[config.mk]
export PLATFORM = sky130hd
export DESIGN_NAME = sstf_seek_scheduler_top_flat
export DESIGN_NICKNAME = d
export VERILOG_FILES = /design/src/sv/sstf_pkg.sv /design/src/sv/sstf_if.sv /design/src/sv/sstf_seek_scheduler_top.sv /design/src/sv/sstf_ram.sv /design/src/flat_wrapper.sv
export VERILOG_INCLUDE_DIRS = /design/src /design/src/sv
export SDC_FILE = /design/constraint.sdc
export NUM_CORES = 1
export LEC_CHECK = 0
export ABC_AREA = 1
export BUFFER_PORTS_ARGS = -buffer_cell sky130_fd_sc_hd__buf_2
export CORE_ASPECT_RATIO = 1.1
export CORE_MARGIN = 5
export CORE_UTILIZATION = 54
export DETAILED_ROUTE_END_ITERATION = 16
export PLACE_DENSITY = 0.68
export SETUP_SLACK_MARGIN = 0.15
export SLEW_MARGIN = 40
export SYNTH_ARGS = -nofsm -noshare
export SYNTH_HDL_FRONTEND = slang
export SYNTH_SLANG_ARGS = --single-unit
[constraint.sdc]
create_clock -name clock -period 11.3 [get_ports clock]
set_input_delay 1.695 -clock clock [delete_from_list [all_inputs] [get_ports clock]]
set_output_delay 1.695 -clock clock [all_outputs]
set_load 0.05 [all_outputs]
[src/sv/assert_macros.svh]
// Assertion helpers shared by the RTL.
`ifndef ASSERT_MACROS_SVH
`define ASSERT_MACROS_SVH

// Property must hold at every clock edge outside reset.
`define SSTF_ASSERT(label, clk, rst, prop, msg) \
   label: assert property (@(posedge clk) disable iff (rst) prop) else $error(msg);

// When ante holds, cons must hold on the following edge.
`define SSTF_ASSERT_NEXT(label, clk, rst, ante, cons, msg) \
   label: assert property (@(posedge clk) disable iff (rst) (ante) |=> (cons)) else $error(msg);

`endif

[src/sv/sstf_pkg.sv]
`timescale 1ns / 1ps

package sstf_pkg;

   localparam int POS_FIELD_W   = 16;
   localparam int TOTAL_FIELD_W = 21;
   localparam logic [POS_FIELD_W-1:0]   DIST_MAX  = 16'hFFFF;
   localparam logic [TOTAL_FIELD_W-1:0] TOTAL_MAX = 21'h1FFFFF;

   typedef enum logic [2:0] {
      STEP_LOAD   = 3'd0,
      STEP_INIT   = 3'd1,
      STEP_SCAN   = 3'd2,
      STEP_EMIT   = 3'd3,
      STEP_FINISH = 3'd4
   } step_type;

   // condition that lets the sequencer leave the current step
   typedef enum logic [1:0] {
      GO_ALWAYS      = 2'd0,
      GO_LAST_ACCEPT = 2'd1,
      GO_SCAN_DONE   = 2'd2,
      GO_OUT_FREE    = 2'd3
   } go_type;

   // once leaving: jump to target when true, else fall through to next step
   typedef enum logic [1:0] {
      BR_NEVER    = 2'd0,
      BR_ALWAYS   = 2'd1,
      BR_NOT_LAST = 2'd2
   } br_type;

   typedef struct packed {
      logic     req_ready;
      logic     load;
      logic     init;
      logic     scan;
      logic     emit;
      logic     finish;
      go_type   go;
      br_type   br;
      step_type target;
   } ctrl_word_type;

   function automatic ctrl_word_type ucode_rom(input step_type step);
      ctrl_word_type w;
      w = '0;
      case (step)
         STEP_LOAD: begin
            w.req_ready = 1'b1;
            w.load      = 1'b1;
            w.go        = GO_LAST_ACCEPT;
            w.br        = BR_NEVER;
            w.target    = STEP_LOAD;
         end
         STEP_INIT: begin
            w.init   = 1'b1;
            w.go     = GO_ALWAYS;
            w.br     = BR_NEVER;
            w.target = STEP_LOAD;
         end
         STEP_SCAN: begin
            w.scan   = 1'b1;
            w.go     = GO_SCAN_DONE;
            w.br     = BR_NEVER;
            w.target = STEP_LOAD;
         end
         STEP_EMIT: begin
            w.emit   = 1'b1;
            w.go     = GO_OUT_FREE;
            w.br     = BR_NOT_LAST;
            w.target = STEP_SCAN;
         end
         STEP_FINISH: begin
            w.finish = 1'b1;
            w.go     = GO_ALWAYS;
            w.br     = BR_ALWAYS;
            w.target = STEP_LOAD;
         end
         default: begin
            w.go     = GO_ALWAYS;
            w.br     = BR_ALWAYS;
            w.target = STEP_LOAD;
         end
      endcase
      return w;
   endfunction

endpackage

[src/sv/sstf_if.sv]
`timescale 1ns / 1ps

interface sstf_req_if;
   logic                               valid;
   logic                               ready;
   logic [sstf_pkg::POS_FIELD_W-1:0]   request_position;
   logic                               last_request;

   modport source (output valid, output request_position, output last_request, input ready);
   modport sink (input valid, input request_position, input last_request, output ready);
endinterface

interface sstf_rsp_if;
   logic                               valid;
   logic                               ready;
   logic [sstf_pkg::POS_FIELD_W-1:0]   served_position;
   logic [sstf_pkg::POS_FIELD_W-1:0]   seek_distance;
   logic [sstf_pkg::TOTAL_FIELD_W-1:0] total_movement;
   logic                               last_served;

   modport source (output valid, output served_position, output seek_distance,
                   output total_movement, output last_served, input ready);
   modport sink (input valid, input served_position, input seek_distance,
                 input total_movement, input last_served, output ready);
endinterface

[src/sv/sstf_seek_scheduler_top.sv]
`timescale 1ns / 1ps
// Shortest-seek-first disk request scheduler.
// req_if carries request words (position, last flag); rsp_if returns one word
// per served request (position, seek distance, running total, last flag).
// csr_write_en/csr_write_data set the start head; the user must write it only
// while idle; the block does not enforce this. Loading: one request word per
// cycle; words beyond QUEUE_DEPTH are dropped. The word flagged last closes
// the batch and starts serving; req_if.ready stays low until the whole batch
// has been handed to the output register. Serving a batch: a setup step, then
// per result a scan over the request RAM (one read per cycle) and an emit
// step; a cleanup step follows the final result.
// A one-deep output register holds a result while rsp_if.ready is low; the
// sequencer waits in its emit step until the register frees up. The last
// result may still wait there while the next batch loads.
// Reset (synchronous) empties the queue, zeroes the start head and drops
// any pending result. The request RAM is not cleared; only loaded entries
// are evaluated.
`include "assert_macros.svh"

module sstf_seek_scheduler_top #(
   parameter int QUEUE_DEPTH   = 32,
   parameter int POSITION_BITS = 16
) (
   input  logic                             clock,
   input  logic                             reset,
   input  logic                             csr_write_en,
   input  logic [sstf_pkg::POS_FIELD_W-1:0] csr_write_data,
   sstf_req_if.sink                         req_if,
   sstf_rsp_if.source                       rsp_if
);

   localparam int CNT_W  = $clog2(QUEUE_DEPTH + 1);
   localparam int IDX_W  = (QUEUE_DEPTH > 1) ? $clog2(QUEUE_DEPTH) : 1;
   localparam int HEAD_W = (POSITION_BITS > sstf_pkg::POS_FIELD_W) ?
                           POSITION_BITS : sstf_pkg::POS_FIELD_W;
   localparam int SUM_W  = HEAD_W + CNT_W;
   localparam int TOT_W  = (SUM_W > sstf_pkg::TOTAL_FIELD_W) ?
                           SUM_W : sstf_pkg::TOTAL_FIELD_W;

   sstf_pkg::step_type      step_ff, step_in;
   sstf_pkg::ctrl_word_type ctrl;

   logic [sstf_pkg::POS_FIELD_W-1:0] start_head_ff, start_head_in;
   logic [CNT_W-1:0]         count_ff, count_in;
   logic [CNT_W-1:0]         scan_ff, scan_in;
   logic [CNT_W-1:0]         served_cnt_ff, served_cnt_in;
   logic [QUEUE_DEPTH-1:0]   flags_ff, flags_in;
   logic [HEAD_W-1:0]        head_ff, head_in;
   logic [SUM_W-1:0]         sum_ff, sum_in;
   logic                     found_ff, found_in;
   logic [HEAD_W-1:0]        best_ff, best_in;
   logic [IDX_W-1:0]         pick_ff, pick_in;
   logic [HEAD_W-1:0]        pick_pos_ff, pick_pos_in;

   logic                                 rsp_valid_ff, rsp_valid_in;
   logic [sstf_pkg::POS_FIELD_W-1:0]     rsp_pos_ff, rsp_pos_in;
   logic [sstf_pkg::POS_FIELD_W-1:0]     rsp_dist_ff, rsp_dist_in;
   logic [sstf_pkg::TOTAL_FIELD_W-1:0]   rsp_total_ff, rsp_total_in;
   logic                                 rsp_last_ff, rsp_last_in;

   logic                     accept;
   logic                     ram_we;
   logic [HEAD_W-1:0]        req_pos_ext;
   logic [POSITION_BITS-1:0] ram_rd_data;
   logic [HEAD_W-1:0]        cand_pos;
   logic [HEAD_W-1:0]        cand_dist;
   logic [IDX_W-1:0]         eval_idx;
   logic                     take;
   logic                     scan_done;
   logic                     out_free;
   logic                     emit_fire;
   logic                     batch_last;
   logic [CNT_W-1:0]         served_next;
   logic [SUM_W-1:0]         new_sum;
   logic [TOT_W-1:0]         total_wide;
   logic                     go;
   logic                     br;

   // ---------------- control word decode ----------------
   always_comb begin
      ctrl         = sstf_pkg::ucode_rom(step_ff);
      req_if.ready = ctrl.req_ready;
   end

   assign accept      = req_if.valid && req_if.ready;
   assign scan_done   = (scan_ff == count_ff);
   assign out_free    = !rsp_valid_ff || rsp_if.ready;
   assign emit_fire   = ctrl.emit && out_free;
   assign served_next = served_cnt_ff + CNT_W'(1);
   assign batch_last  = (served_next == count_ff);

   // ---------------- sequencer ----------------
   always_comb begin
      case (ctrl.go)
         sstf_pkg::GO_ALWAYS:      go = 1'b1;
         sstf_pkg::GO_LAST_ACCEPT: go = accept && req_if.last_request;
         sstf_pkg::GO_SCAN_DONE:   go = scan_done;
         sstf_pkg::GO_OUT_FREE:    go = out_free;
         default:                  go = 1'b0;
      endcase
      case (ctrl.br)
         sstf_pkg::BR_NEVER:    br = 1'b0;
         sstf_pkg::BR_ALWAYS:   br = 1'b1;
         sstf_pkg::BR_NOT_LAST: br = !batch_last;
         default:               br = 1'b0;
      endcase
      step_in = step_ff;
      if (go) begin
         if (br) begin
            step_in = ctrl.target;
         end else begin
            step_in = sstf_pkg::step_type'(step_ff + 3'd1);
         end
      end
   end

   // ---------------- request store ----------------
   assign req_pos_ext = HEAD_W'(req_if.request_position);
   assign ram_we      = ctrl.load && accept && (count_ff < CNT_W'(QUEUE_DEPTH));

   sstf_ram #(
      .WIDTH (POSITION_BITS),
      .DEPTH (QUEUE_DEPTH)
   ) u_store (
      .clock   (clock),
      .wr_en   (ram_we),
      .wr_addr (count_ff[IDX_W-1:0]),
      .wr_data (req_pos_ext[POSITION_BITS-1:0]),
      .rd_addr (scan_ff[IDX_W-1:0]),
      .rd_data (ram_rd_data)
   );

   // read data is registered: it belongs to the entry addressed in the previous cycle
   assign cand_pos  = HEAD_W'(ram_rd_data);
   assign cand_dist = (head_ff >= cand_pos) ? (head_ff - cand_pos) : (cand_pos - head_ff);
   assign eval_idx  = IDX_W'(scan_ff - CNT_W'(1));
   // strict less-than keeps the earliest loaded entry on a tie
   assign take      = ctrl.scan && (scan_ff != '0) && !flags_ff[eval_idx] &&
                      (!found_ff || (cand_dist < best_ff));

   assign new_sum    = sum_ff + SUM_W'(best_ff);
   assign total_wide = TOT_W'(new_sum);

   // ---------------- datapath next values ----------------
   always_comb begin
      start_head_in = start_head_ff;
      count_in      = count_ff;
      scan_in       = scan_ff;
      served_cnt_in = served_cnt_ff;
      flags_in      = flags_ff;
      head_in       = head_ff;
      sum_in        = sum_ff;
      found_in      = found_ff;
      best_in       = best_ff;
      pick_in       = pick_ff;
      pick_pos_in   = pick_pos_ff;
      rsp_valid_in  = rsp_valid_ff && !rsp_if.ready;
      rsp_pos_in    = rsp_pos_ff;
      rsp_dist_in   = rsp_dist_ff;
      rsp_total_in  = rsp_total_ff;
      rsp_last_in   = rsp_last_ff;

      if (csr_write_en) begin
         start_head_in = csr_write_data;
      end

      if (ram_we) begin
         count_in = count_ff + CNT_W'(1);
      end

      if (ctrl.init) begin
         head_in       = HEAD_W'(start_head_ff);
         sum_in        = '0;
         flags_in      = '0;
         served_cnt_in = '0;
         scan_in       = '0;
         found_in      = 1'b0;
      end

      if (ctrl.scan) begin
         if (!scan_done) begin
            scan_in = scan_ff + CNT_W'(1);
         end
         if (take) begin
            found_in    = 1'b1;
            best_in     = cand_dist;
            pick_in     = eval_idx;
            pick_pos_in = cand_pos;
         end
      end

      if (emit_fire) begin
         rsp_valid_in            = 1'b1;
         rsp_pos_in              = pick_pos_ff[sstf_pkg::POS_FIELD_W-1:0];
         rsp_dist_in             = (best_ff > HEAD_W'(sstf_pkg::DIST_MAX)) ?
                                   sstf_pkg::DIST_MAX :
                                   best_ff[sstf_pkg::POS_FIELD_W-1:0];
         rsp_total_in            = (total_wide > TOT_W'(sstf_pkg::TOTAL_MAX)) ?
                                   sstf_pkg::TOTAL_MAX :
                                   total_wide[sstf_pkg::TOTAL_FIELD_W-1:0];
         rsp_last_in             = batch_last;
         head_in                 = pick_pos_ff;
         sum_in                  = new_sum;
         flags_in[pick_ff]       = 1'b1;
         served_cnt_in           = served_next;
         scan_in                 = '0;
         found_in                = 1'b0;
      end

      if (ctrl.finish) begin
         count_in = '0;
      end
   end

   // ---------------- registers ----------------
   always_ff @(posedge clock) begin
      if (reset) begin
         step_ff       <= sstf_pkg::STEP_LOAD;
         start_head_ff <= '0;
         count_ff      <= '0;
         scan_ff       <= '0;
         served_cnt_ff <= '0;
         flags_ff      <= '0;
         found_ff      <= 1'b0;
         rsp_valid_ff  <= 1'b0;
      end else begin
         step_ff       <= step_in;
         start_head_ff <= start_head_in;
         count_ff      <= count_in;
         scan_ff       <= scan_in;
         served_cnt_ff <= served_cnt_in;
         flags_ff      <= flags_in;
         found_ff      <= found_in;
         rsp_valid_ff  <= rsp_valid_in;
      end
   end

   always_ff @(posedge clock) begin
      head_ff      <= head_in;
      sum_ff       <= sum_in;
      best_ff      <= best_in;
      pick_ff      <= pick_in;
      pick_pos_ff  <= pick_pos_in;
      rsp_pos_ff   <= rsp_pos_in;
      rsp_dist_ff  <= rsp_dist_in;
      rsp_total_ff <= rsp_total_in;
      rsp_last_ff  <= rsp_last_in;
   end

   assign rsp_if.valid           = rsp_valid_ff;
   assign rsp_if.served_position = rsp_pos_ff;
   assign rsp_if.seek_distance   = rsp_dist_ff;
   assign rsp_if.total_movement  = rsp_total_ff;
   assign rsp_if.last_served     = rsp_last_ff;

   // ---------------- assertions ----------------
   `SSTF_ASSERT(a_count_bound, clock, reset, count_ff <= CNT_W'(QUEUE_DEPTH), "queue count past depth")
   `SSTF_ASSERT(a_emit_found, clock, reset, (step_ff == sstf_pkg::STEP_EMIT) |-> found_ff, "emit without a candidate")
   `SSTF_ASSERT(a_emit_count, clock, reset, (step_ff == sstf_pkg::STEP_EMIT) |-> (served_cnt_ff < count_ff), "serving past batch size")
   `SSTF_ASSERT(a_scan_bound, clock, reset, (step_ff == sstf_pkg::STEP_SCAN) |-> (scan_ff <= count_ff), "scan index overran batch")
   `SSTF_ASSERT_NEXT(a_last_finish, clock, reset, emit_fire && batch_last, step_ff == sstf_pkg::STEP_FINISH, "final result not followed by cleanup")

endmodule

[src/sv/sstf_ram.sv]
`timescale 1ns / 1ps

module sstf_ram #(
   parameter int WIDTH = 16,
   parameter int DEPTH = 32
) (
   input  logic                                        clock,
   input  logic                                        wr_en,
   input  logic [((DEPTH > 1) ? $clog2(DEPTH) : 1)-1:0] wr_addr,
   input  logic [WIDTH-1:0]                            wr_data,
   input  logic [((DEPTH > 1) ? $clog2(DEPTH) : 1)-1:0] rd_addr,
   output logic [WIDTH-1:0]                            rd_data
);

   logic [WIDTH-1:0] mem_ff [DEPTH];
   logic [WIDTH-1:0] rd_data_ff;

   always_ff @(posedge clock) begin
      if (wr_en) begin
         mem_ff[wr_addr] <= wr_data;
      end
      rd_data_ff <= mem_ff[rd_addr];
   end

   assign rd_data = rd_data_ff;

endmodule
[src/flat_wrapper.sv]
// flat-port wrapper written by rule: the top's interface ports become plain ports
module sstf_seek_scheduler_top_flat 
#(
   parameter int QUEUE_DEPTH   = 32,
   parameter int POSITION_BITS = 16
)
  (clock, reset, csr_write_en, csr_write_data, req_if_valid, req_if_request_position, req_if_last_request, req_if_ready, rsp_if_valid, rsp_if_served_position, rsp_if_seek_distance, rsp_if_total_movement, rsp_if_last_served, rsp_if_ready);
  sstf_req_if req_if_i ();
  sstf_rsp_if rsp_if_i ();
  input  logic clock;
  input  logic reset;
  input  logic csr_write_en;
  input  logic [sstf_pkg::POS_FIELD_W-1:0] csr_write_data;
  input wire logic [$bits(req_if_i.valid)-1:0] req_if_valid;
  input wire logic [$bits(req_if_i.request_position)-1:0] req_if_request_position;
  input wire logic [$bits(req_if_i.last_request)-1:0] req_if_last_request;
  output wire logic [$bits(req_if_i.ready)-1:0] req_if_ready;
  output wire logic [$bits(rsp_if_i.valid)-1:0] rsp_if_valid;
  output wire logic [$bits(rsp_if_i.served_position)-1:0] rsp_if_served_position;
  output wire logic [$bits(rsp_if_i.seek_distance)-1:0] rsp_if_seek_distance;
  output wire logic [$bits(rsp_if_i.total_movement)-1:0] rsp_if_total_movement;
  output wire logic [$bits(rsp_if_i.last_served)-1:0] rsp_if_last_served;
  input wire logic [$bits(rsp_if_i.ready)-1:0] rsp_if_ready;
  assign req_if_i.valid = req_if_valid;
  assign req_if_i.request_position = req_if_request_position;
  assign req_if_i.last_request = req_if_last_request;
  assign req_if_ready = req_if_i.ready;
  assign rsp_if_valid = rsp_if_i.valid;
  assign rsp_if_served_position = rsp_if_i.served_position;
  assign rsp_if_seek_distance = rsp_if_i.seek_distance;
  assign rsp_if_total_movement = rsp_if_i.total_movement;
  assign rsp_if_last_served = rsp_if_i.last_served;
  assign rsp_if_i.ready = rsp_if_ready;
  sstf_seek_scheduler_top #(.QUEUE_DEPTH(QUEUE_DEPTH), .POSITION_BITS(POSITION_BITS)) u_core (.clock(clock), .reset(reset), .csr_write_en(csr_write_en), .csr_write_data(csr_write_data), .req_if(req_if_i), .rsp_if(rsp_if_i));
endmodule
## After elaboration in Yosys (flattened, before gate mapping)

Memory sizes are Yosys's and may differ from the RTL's. A register that Yosys moved wholly into a read port is not among the register bits.
Index checks and enable logic that the tools add are counted.

- Flip-flop bits (word level): 200
- Bits in writable memories: 512
- Input port bits: 38
- Output and inout bits: 56
- Logic and storage cells: 101
- Memories kept: 1

Memory list:

| memory | words | width | read ports | clocked after memory_dff | write ports | RTL line | RTL |
|---|---|---|---|---|---|---|---|
| u_core.u_store.mem_ff | 32 | 16 | 1 | 1 | 1 | sstf_ram.sv:15 | `logic [WIDTH-1:0] mem_ff [DEPTH];` |

- Add/sub/neg operators: 8
- Magnitude comparators: 8
- Equal/unequal tests: 11
- Multiplexer cells: 31
- Bitwise logic cells: 1
- Reduce and logical (&&, ||, !) cells: 24

Operator list:

| kind | number |
|---|---|
| $mux 32 | 2 |
| $mux 16 | 3 |
| $mux 22 | 2 |
| $or 32x32->32 | 1 |
| $sub 16x16->16 | 2 |
| $mux 6 | 5 |
| $pmux 7 s4 | 1 |
| $add 22x16->22 | 1 |
| $gt 22x21->1 const B | 1 |
| $add 6x1->6 const B | 3 |
| $ge 16x16->1 | 1 |
| $gt 16x16->1 const B | 1 |
| $lt 16x16->1 | 1 |
| $eq 6x6->1 | 2 |
| $lt 5x6->1 const B | 2 |
| $mux 1 | 12 |
| $logic_and 1x1->1 | 10 |
| $eq 2x2->1 const B | 3 |
| $eq 3x2->1 const B | 2 |
| $lt 6x6->1 const B | 1 |
| $reduce_bool 6->1 | 1 |
| $bmux 1 s5 | 1 |
| $demux 1 s5 | 1 |
| $ge 5x1->1 const B | 1 |
| 16 further kinds | 23 |

## Depth between registers and ports, before layout

Gate-level depths: netlist of run 1.

- Depth in word-level cells: 8
- Gate-level depth with buffers: 27
- Depth with buffers taken out: 25

## By module

A second synthesis of run 1 with hierarchy kept.

- Cells, all modules: 3136
- Area, all modules: 32481.2 sq um

By module, submodules not included:

| module | instances | cells each | area an instance (sq um) | seq. area each (sq um) |
|---|---|---|---|---|
| sstf_ram | 1 | 1794 | 21301.7 | 15695.1 |
| sstf_seek_scheduler_top | 1 | 1342 | 11179.5 | 5295.1 |

## Least setup slack after synthesis of run 1

No wires, ideal clock.

- Path type: input port to flip-flop
- Start point: in rsp_if_ready
- End point: reg u_core.rsp_last_ff (netlist: u_core.rsp_if.last_served), enable pin
- Library setup time: 0.439 ns
- Arrival: 3.689 ns
- Required time: 10.861 ns
- Path slack: 7.172 ns
- Stages on the path: 5
- Buffers on the path: 1
- Cells stage by stage: inv_1 -> nand2_1 -> inv_1 -> nor2_4 -> buf_1

- Cells in the longest elaborated chain, start to end: 2

RTL lines:

| element | RTL line | RTL |
|---|---|---|
| start, declared | flat_wrapper.sv:23 | `input wire logic [$bits(rsp_if_i.ready)-1:0] rsp_if_ready;` |
| $logic_or 1x1->1 | sstf_seek_scheduler_top.sv:87 | `assign out_free = !rsp_valid_ff \|\| rsp_if.ready;` |
| $logic_and 1x1->1 | sstf_seek_scheduler_top.sv:88 | `assign emit_fire = ctrl.emit && out_free;` |
| via u_core.emit_fire | sstf_seek_scheduler_top.sv:71 | `logic emit_fire;` |
| end signal, assigned | sstf_seek_scheduler_top.sv:247 | `rsp_last_ff <= rsp_last_in;` |
| end, declared | sstf_seek_scheduler_top.sv:59 | `logic rsp_last_ff, rsp_last_in;` |

The timed path passes the listed nets, and every way through them passes these cells.
A chain may end at the register's enable or synchronous reset.

## Final worst setup path of run 1

- Start point: reg u_core.head_ff[0]
- End point: reg u_core.best_ff[4], enable pin

- Cells in the longest elaborated chain, start to end: 6
- Elaborated cells on any way between the ends: 8
- Classes of those cells: add/sub: 2; order compare: 2; mux: 1; reduce/logical: 3

RTL lines:

| element | RTL line | RTL |
|---|---|---|
| start, declared | sstf_seek_scheduler_top.sv:48 | `logic [HEAD_W-1:0] head_ff, head_in;` |
| start signal, assigned | sstf_seek_scheduler_top.sv:239 | `head_ff <= head_in;` |
| $sub 16x16->16 / $ge 16x16->1 (equally long branches) | sstf_seek_scheduler_top.sv:135 | `assign cand_dist = (head_ff >= cand_pos) ? (head_ff - cand_pos) : (cand_pos - head_ff);` |
| $mux 16 * | sstf_seek_scheduler_top.sv:135 |  |
| via u_core.cand_dist[5] | sstf_seek_scheduler_top.sv:66 | `logic [HEAD_W-1:0] cand_dist;` |
| $lt 16x16->1 * | sstf_seek_scheduler_top.sv:139 | `(!found_ff \|\| (cand_dist < best_ff));` |
| $logic_or 1x1->1 * | sstf_seek_scheduler_top.sv:139 |  |
| $logic_and 1x1->1 * | sstf_seek_scheduler_top.sv:138 | `assign take = ctrl.scan && (scan_ff != '0) && !flags_ff[eval_idx] &&` |
| $reduce_and 2->1 (no source line) * | n/a |  |
| end signal, assigned | sstf_seek_scheduler_top.sv:241 | `best_ff <= best_in;` |
| end, declared | sstf_seek_scheduler_top.sv:51 | `logic [HEAD_W-1:0] best_ff, best_in;` |

The timed path passes the listed nets; every way through them passes the cells marked *.

==> metrics.txt, run 1 <==
count of state elements after synthesis=728; DRC=0; Setup Buffers After CTS=0; cell count after synthesis=2897; Final Hold Fails=0; Filler cells=4741; HP Class=reg -> reg; syn nets=3014; Slew Limit Fails=0; final wirelength=77.25 mm; core footprint=0.05818 mm2; Initial Util=54.21%; Via-to-Cell Ratio=5.709; fin crit period=4.203 ns; Post-synth EDFFs=641; layout cells sized above 1=9.160%; top_reg_cell synth=edfxtp_1; sequential cell area fraction in the yosys report=66.56%; PortBufs=93; TritonRoute pass-1 iters=6; FF-to-FF path depth=23; vias in the first global route=20960; Syn. warnings=0; Hold Buf Count CTS=0; P per Cell Area=232.5 mW/mm2; post-CTS sizing=0; Clk Latency, worst-skew pair=0.61 ns; Setup crit end kind=flip-flop; total CTS buffers=76; Hold Crit Depth=0; Critical Path RT=11.54 ns; number of distinct library cells after synthesis=46; # rows=93; Critical Path AT=4.44 ns; fraction of registers with async set/reset=0%; cell area after synthesis=0.03154 mm2; Worst Slack Setup Final=7.097 ns; Via Count=21670; RD Place Congestion=0.8870; crit path max fanout=37; Starting DRT DRC Count=2058; Total Power=0.008190 W; antenna violations before repair=1; Die ar.=0.06334 mm2; Placement Setup Slack=7.106 ns; Fmax=0.2379 GHz; global-route wire length before repair=118.5 mm; HPWL after DPL=47.31 mm; Max Buffers Root-to-Sink=3; RSZ-0062 raised after global routing=no; Inserted Diodes=0; area delta synth->final=11.70%; nets@finish=3093; Boundary Pins=94; max-cap check violation count=0; grt ovf=0; CTS tree=yes; Setup-failing EPs final=0; Die Span X=240.4 um; clock slew seen by the registers of the worst setup and hold paths=0.06 ns; Setup TNS=0 ns; # clock sinks=728; Tot GR Track Use=23.89%; Final period util=37.20%; Routed Antenna Nets=0; Worst Max-Slew Pin Slew=0.8274 ns; type of the worst setup path=reg -> reg; Root Driver=clkbuf_16; Routed wire per std cell=20.36 um; status=finished, final reports clean; post-synthesis area per instance=10.89 um2; maximum VDD drop=0.1579 mV; Final Skew=0.02778 ns; die span in y=263.5 um; H-tree depth=3; slew margin rel.=44.64%; crit start category=flip-flop; leakage power=13.14 nW; largest net degree at the start of global routing=216
layer usage:
layer / track usage (%) / wire length [um]
met4: 6.933 / 1817
met3: 3.070 / 4796
met1: 32.03 / 32010
met5: 0 / 0
met2: 41.07 / 38620
per-stage QoR:
| stage | instance area, um2 | utilization (%) | hold slack, ns | instances |
|---|---|---|---|---|
| 3_3_place_gp | 32670 | 56.15 | 0.4192 | 3656 |
| 5_1_grt | 35230 | 60.55 | 0.4507 | 3795 |
| 4_1_cts | 35180 | 60.47 | 0.4299 | 3794 |
| 6_report | 35230 | 60.55 | 0.4304 | 3795 |
| 3_5_place_dp | 32710 | 56.21 | 0.4163 | 3657 |
| 2_1_floorplan | 31540 | - | 0.4082 | 2897 |
power breakdown:
| group | internal (W) | leakage, nW | switching, W |
|---|---|---|---|
| Combinational | 0.000745 | 5.43 | 0.00168 |
| Clock | 0.00149 | 1.20 | 0.000999 |
| Sequential | 0.00317 | 6.51 | 0.000114 |
sequential cells by signal (all words and copies together), names as in the netlist:
register                       count
u_core.rsp_if.valid                1
u_core.rsp_if.served_position     16
u_core.head_ff                    16
u_core.rsp_if.total_movement      21
u_core.step_ff                     3
u_core.scan_ff                     6
u_core.sum_ff                     22
u_core.u_store.mem_ff            512
u_core.start_head_ff              16
u_core.served_cnt_ff               6
u_core.pick_pos_ff                16
u_core.count_ff                    6
u_core.pick_ff                     5
u_core.rsp_if.last_served          1
u_core.flags_ff                   32
u_core.u_store.rd_data            16
u_core.rsp_if.seek_distance       16
u_core.found_ff                    1
u_core.best_ff                    16
Yosys cell counts (2+ instances only):
| library cell | count | share of area, % |
|---|---|---|
| o21a_1 | 2 | 0.048 |
| nand3b_1 | 3 | 0.071 |
| nand2_1 | 515 | 6.1 |
| nand3_1 | 78 | 1.2 |
| o21bai_1 | 4 | 0.095 |
| o21ai_0 | 315 | 5.0 |
| a21o_1 | 7 | 0.17 |
| a21oi_1 | 111 | 1.8 |
| inv_1 | 187 | 2.2 |
| nor3_2 | 6 | 0.19 |
| a21boi_1 | 2 | 0.048 |
| clkbuf_1 | 72 | 0.86 |
| o31ai_1 | 2 | 0.048 |
| nor2_1 | 445 | 5.3 |
| dfxtp_1 | 87 | 5.5 |
| o22ai_1 | 122 | 2.4 |
| a211oi_1 | 7 | 0.17 |
| xor2_1 | 28 | 0.78 |
| buf_4 | 8 | 0.19 |
| nand2_2 | 2 | 0.040 |
| inv_2 | 5 | 0.060 |
| nor3_1 | 16 | 0.25 |
| buf_2 | 44 | 0.70 |
| buf_6 | 7 | 0.25 |
| o211ai_1 | 4 | 0.095 |
| o21ai_1 | 21 | 0.33 |
| a22oi_1 | 17 | 0.40 |
| nand4_1 | 23 | 0.46 |
| nor2_2 | 3 | 0.060 |
| edfxtp_1 | 641 | 61 |
| xnor2_1 | 10 | 0.28 |
| ha_1 | 76 | 3.0 |
| nand3_2 | 2 | 0.063 |
| buf_1 | 7 | 0.083 |
| fa_1 | 3 | 0.19 |
| a31oi_1 | 2 | 0.040 |
| or2_2 | 4 | 0.079 |
worst max-delay path, cell delays in order, from the launching register on:
cell      delay (ns)
edfxtp_1        0.41
inv_1           0.08
ha_1            0.17
inv_1           0.08
fa_1            0.43
nand2_1         0.09
nand2_1         0.10
a21o_1          0.20
nand2_1         0.10
nand3_4         0.20
inv_2           0.24
nand2_1         0.07
nand2_1         0.07
inv_1           0.06
ha_1            0.30
a21oi_1         0.15
o21a_1          0.12
nand2_1         0.06
nand2_1         0.06
nand2_1         0.12
nand2_1         0.10
nand3_1         0.10
inv_1           0.06
buf_4           0.44
cell usage in the layout, fill, tap and decap left out, types with 21 or more instances in the layout:
master and count:
inv_1 187, nand4_1 23, clkbuf_16 81, dfxtp_1 85, nand3_1 78, a21oi_1 111, edfxtp_1 641, buf_2 93
nand2_1 515, o22ai_1 122, ha_1 76, o21ai_1 21, xor2_1 28, o21ai_0 315, nor2_1 439, buf_4 39
kinds of logic after synthesis:
family          count (synthesis)  share of synthesized area [%]
xor+xnor                       39                          1.107
buf+inv                       331                          4.380
flops                         728                          66.56
compound gates                618                          10.68
fa+ha+maj                      79                          3.206
simple gates                 1102                          14.08
cell type report:
type / instances / area (um2) / area share, %
sequential: 728 / 21000 / 59.60
multi-input combinational: 1838 / 9204 / 26.13
clock inverter: 39 / 385.4 / 1.094
timing repair buffer: 140 / 873.3 / 2.479
clock buffer: 98 / 2091 / 5.935
tap: 760 / 950.9 / 2.699
inverter: 192 / 726.9 / 2.064
path summary, 6_finish.rpt:
kind,from,endpoint,slack (ns)
max,u_core.head_ff[0],u_core.best_ff[4],7.10
min,u_core.u_store.rd_data[15],u_core.pick_pos_ff[15],0.43
max reg2reg,u_core.head_ff[0],u_core.best_ff[4],7.10
min reg2reg,u_core.u_store.rd_data[15],u_core.pick_pos_ff[15],0.43
No activity file was read; power rests on OpenSTA's default activity.
==> run 2: changes to the inputs <==
- clock period: 11.3 -> 4.3 ns (I/O delays scaled with it)
==> metrics.txt, run 2 (synthesized netlist as in run 1, its figures left out) <==
vias in the first global route=21320; type of the worst setup path=reg -> reg; crit start category=flip-flop; Routed Antenna Nets=0; Max Buffers Root-to-Sink=3; register area=0.02100 mm2; antenna violations before repair=1; setup slack, reg-to-reg=0.46 ns; Via Count=21780; Clk Latency, worst-skew pair=0.62 ns; TritonRoute pass-1 iters=6; Initial Util=54.21%; uppermost layer routed=met4; final wirelength=77.80 mm; Largest register FFs=512; Filler cells=4719; Final Hold Fails=0; # clock sinks=728; CP Buf/Inv Count=6; Critical Path AT=4.15 ns; Critical-path top delay cell=fa_1; fin crit period=3.841 ns; Via-to-Cell Ratio=5.738; nets@finish=3100; commonest non-fill, non-tap cell in the layout=edfxtp_1; crit path max fanout=16; # rows=93; Final Skew=0.01826 ns; PortBufs=93; H-tree depth=3; critical path's most frequent cell=nand2_1; RR Startpoint=u_core.head_ff[0]; largest net degree at the start of global routing=205; Biggest register=u_core.u_store.mem_ff; Worst Slack Setup Final=0.4591 ns; total CTS buffers=74; largest registers=u_core.u_store.mem_ff x512, u_core.flags_ff x32, u_core.sum_ff x22; layout cells sized above 1=9.094%; HP Class=in -> reg; Placement Setup Slack=0.4698 ns; core footprint=0.05818 mm2; Fmax=0.2604 GHz; max-cap check violation count=0; worst setup path start=u_core.head_ff[0]; die span in y=263.5 um; Hold Crit Depth=3; Routed wire per std cell=20.50 um; most frequent cells in the layout=edfxtp_1 (641), nand2_1 (515), nor2_1 (441); Die ar.=0.06334 mm2; slowest stage delay, CP=0.43 ns; Boundary Pins=94; Tot GR Track Use=23.99%; clock slew seen by the registers of the worst setup and hold paths=0.07 ns; CP delay by family, top=simple AND/OR/NAND/NOR gates; area delta synth->final=11.30%; status=finished, final reports clean; leakage power=13.07 nW; Final period util=89.32%; global-route wire length before repair=119.8 mm; RD Place Congestion=0.9054; Setup-failing EPs final=0; DR WL met3=5.189 mm; Worst R2R End=u_core.pick_pos_ff[7]; met2 WL=38.71 mm; HP Start=csr_write_data[14]; Worst Max-Slew Pin Slew=0.8248 ns; Setup TNS=0 ns; Root Driver=clkbuf_16; Hold Path Sink=u_core.start_head_ff[14]; Hold Buf Count CTS=0; CTS tree=yes; Starting DRT DRC Count=2009; slew margin rel.=45.01%; Slew Limit Fails=0; CP cell instances=inv_1 > ha_1 > inv_1 > fa_1 > nand2_1 > nand2_1 > a21o_1 > nand2_1 > nand3_4 > inv_6 > nand2_1 > nand2_1 > inv_1 > ha_1 > a21oi_1 > nand2_1 > nand2_1 > nand2_1 > nand2_1 > nand2_1 > nand2_1 > nand3_1 > inv_2 > clkbuf_16; Die Span X=240.4 um; FF-to-FF path depth=24; Setup crit end kind=flip-flop; routed metal-1 wire length=32.05 mm; Multi-input gate area=0.009188 mm2; Critical Path RT=4.61 ns; HPWL after DPL=47.97 mm; P per Cell Area=600.5 mW/mm2; DRC=0; grt ovf=0; maximum VDD drop=0.4060 mV; RSZ-0062 raised after global routing=no
-- run 2: cell types whose count changed in the layout (fill, tap and decap cells not counted), moves of 4 or more --
cell / delta
buf_4: +10
buf_6: -6
clkbuf_16: -5
inv_6: +5
buf_12: +4
clkinv_1: +4
-- run 2: where the power goes --
part	switching, W	total [W]	internal (W)
Sequential	0.000218	0.00855	0.00833
Combinational	0.00446	0.00645	0.00199
Clock	0.00259	0.00608	0.00349
Total	0.00727	0.0211	0.0138
-- run 2: per-stage QoR --
step / hold WS (ns) / area [um2] / utilization (%) / total power (W) / std cells
after global placement: 0.4151 / 32780 / 56.34 / 0.01493 / 3665
after global routing: 0.2638 / 35100 / 60.33 / 0.02233 / 3795
after detailed placement: 0.4267 / 32790 / 56.36 / 0.01510 / 3665
final: 0.2597 / 35100 / 60.33 / 0.02108 / 3796
after CTS: 0.2279 / 35040 / 60.22 / 0.02118 / 3793
after floorplan: 0.4082 / 31540 / - / 0.01327 / 2897
-- run 2: area by class of cell --
cell class                 instances  area share [%]
clock inverter                    39          0.8983
multi-input combinational       1838           26.17
antenna                            1        0.007129
sequential                       728           59.82
clock buffer                      89           5.497
timing repair buffer             149           2.809
tap                              760           2.709
inverter                         192           2.085
-- run 2: repair_timing --
action | 4_1_cts | 5_1_grt
setup buffers | 0 | 0
resized for setup | 0 | 3
endpoints found under the setup margin | 0 | 32
-- run 2: worst max-delay path by stage --
stage	to	slack, ns	cells past startpoint
2_1_floorplan	u_core.best_ff[0]	0.48	22
3_3_place_gp	u_core.best_ff[10]	0.52	26
3_5_place_dp	u_core.best_ff[10]	0.47	24
4_1_cts	u_core.pick_pos_ff[10]	0.34	24
5_1_grt	u_core.pick_pos_ff[8]	0.15	24
6_report	u_core.pick_pos_ff[7]	0.46	24
-- run 2: per-layer routing --
layer	GRT usage (%)	vias to the layer above
met5	0	-
li1	-	10290
met3	3.153	124
met1	32.41	10560
met2	41.02	815
met4	6.810	0
-- run 2: worst min-delay path: stages --
cell	delay (ns)
buf_2	0.07
nor2_1	0.03
nor2_1	0.08
==> run 3: changes to the inputs <==
- clock period: 4.3 -> 4.5 ns (I/O delays scaled with it)
==> metrics.txt, run 3 (synthesized netlist as in run 1, its figures left out) <==
Tot GR Track Use=24.37%; die span in y=263.5 um; max-cap check violation count=0; largest net degree at the start of global routing=201; slew margin rel.=47.10%; Final period util=88.89%; Starting DRT DRC Count=2205; total CTS buffers=75; fin crit period=4.000 ns; Setup Buffers After CTS=0; PortBufs=93; # clock sinks=728; Slew Limit Fails=0; RSZ-0062 raised after global routing=no; fin area=0.03507 mm2; Final Hold Fails=0; Filler cells=4687; Via Count=21850; Routed wire per std cell=20.62 um; Initial Util=54.21%; Clk Latency, worst-skew pair=0.62 ns; commonest non-fill, non-tap cell in the layout=edfxtp_1; tightest hold margin=0.3066 ns; HP Class=in -> reg; Inserted Diodes=0; Placed Area=0.03278 mm2; Setup crit end kind=flip-flop; clock slew seen by the registers of the worst setup and hold paths=0.06 ns; Final Skew=0.02350 ns; Multi-input gate area=0.009200 mm2; crit path max fanout=32; Largest register FFs=512; crit start category=flip-flop; largest registers=u_core.u_store.mem_ff x512, u_core.flags_ff x32, u_core.sum_ff x22; CTS tree=yes; TritonRoute pass-1 iters=5; RD Place Congestion=0.8927; Critical Path RT=4.79 ns; most frequent cells in the layout=edfxtp_1 (641), nand2_1 (515), nor2_1 (440); status=finished, final reports clean; final wirelength=78.24 mm; leakage power=13.05 nW; Die ar.=0.06334 mm2; H-tree depth=3; nets@finish=3096; Die Span X=240.4 um; register area=0.02100 mm2; P per Cell Area=574.9 mW/mm2; Setup TNS=0 ns; type of the worst setup path=reg -> reg; final core utilization=60.28%; Routed Antenna Nets=0; vias in the first global route=21330; core footprint=0.05818 mm2; Fmax=0.2500 GHz; DRC=0; layout cells sized above 1=8.896%; antenna violations before repair=1; # rows=93; maximum VDD drop=0.3676 mV; Via-to-Cell Ratio=5.756; Boundary Pins=94; area delta synth->final=11.20%; grt ovf=0; Root Driver=clkbuf_16; Critical Path AT=4.29 ns; Biggest register=u_core.u_store.mem_ff; Worst Max-Slew Pin Slew=0.7935 ns; HPWL after DPL=48.50 mm; Setup-failing EPs final=0; global-route wire length before repair=121.2 mm; Max Buffers Root-to-Sink=3
[run 3: cell count changes in the layout (fill, tap and decap cells not counted), sizes merged]
cell	previous run	this run
clkbuf	90	99
clkinv	30	29
buf	148	144
diode	1	0
bufinv	5	4
clkinvlp	1	0
inv	195	193
[run 3: final timing paths]
path / startpoint / end / slack, ns / depth (start not counted)
setup / recovery: u_core.head_ff[0] / u_core.best_ff[14] / 0.50 / 22
setup reg to reg: u_core.head_ff[0] / u_core.best_ff[14] / 0.50 / 22
hold reg to reg: u_core.u_store.rd_data[15] / u_core.pick_pos_ff[15] / 0.44 / 0
hold / removal: csr_write_data[4] / u_core.start_head_ff[4] / 0.31 / 3
[run 3: area by class of cell]
cell class / instances / share of cell area, %
clock buffer: 99 / 5.669
clock inverter: 34 / 0.7706
inverter: 192 / 2.080
multi-input combinational: 1838 / 26.23
sequential: 728 / 59.87
tap: 760 / 2.711
timing repair buffer: 144 / 2.665
[run 3: what timing repair did]
item | in CTS | in global routing
hold buffers | 0 | 0
endpoints found under the setup margin | 0 | 32
resized for setup | 0 | 1
[run 3: per-layer routing]
metal | global-route usage [%] | wire (um) | vias to the layer above
li1 | - | - | 10270
met1 | 32.34 | 32060 | 10610
met2 | 41.35 | 38670 | 819
met3 | 3.667 | 5310 | 149
met4 | 8.098 | 2181 | 2
met5 | 0 | 13 | -
[run 3: stage by stage]
| stage | setup WS [ns] | instances | total power, W |
|---|---|---|---|
| final | 0.5002 | 3795 | 0.02016 |
| after global routing | 0.1600 | 3795 | 0.02138 |
| after CTS | 0.3996 | 3794 | 0.02026 |
| after detailed placement | 0.4413 | 3661 | 0.01441 |
| after global placement | 0.4999 | 3661 | 0.01426 |
| after floorplan | 0.6825 | 2897 | 0.01268 |
[run 3: worst max-delay path, cell delays in order, from the launching register on]
cell,delay [ns]
edfxtp_1,0.41
inv_1,0.08
ha_1,0.16
inv_1,0.07
fa_1,0.42
nand2_1,0.10
nand2_1,0.10
a21o_1,0.20
nand2_1,0.10
nand3_4,0.20
inv_4,0.19
nand2_1,0.07
nand2_1,0.05
inv_1,0.05
ha_1,0.28
a21oi_1,0.15
o21ai_0,0.10
a21oi_1,0.12
nand2_1,0.13
nand2_1,0.08
nand3_1,0.09
inv_1,0.25
buf_12,0.26
[run 3: report_power, final]
group / internal, W / switching (W) / total [W]
registers: 0.00796 / 0.000230 / 0.00819
clock network: 0.00333 / 0.00253 / 0.00586
logic: 0.00188 / 0.00424 / 0.00611
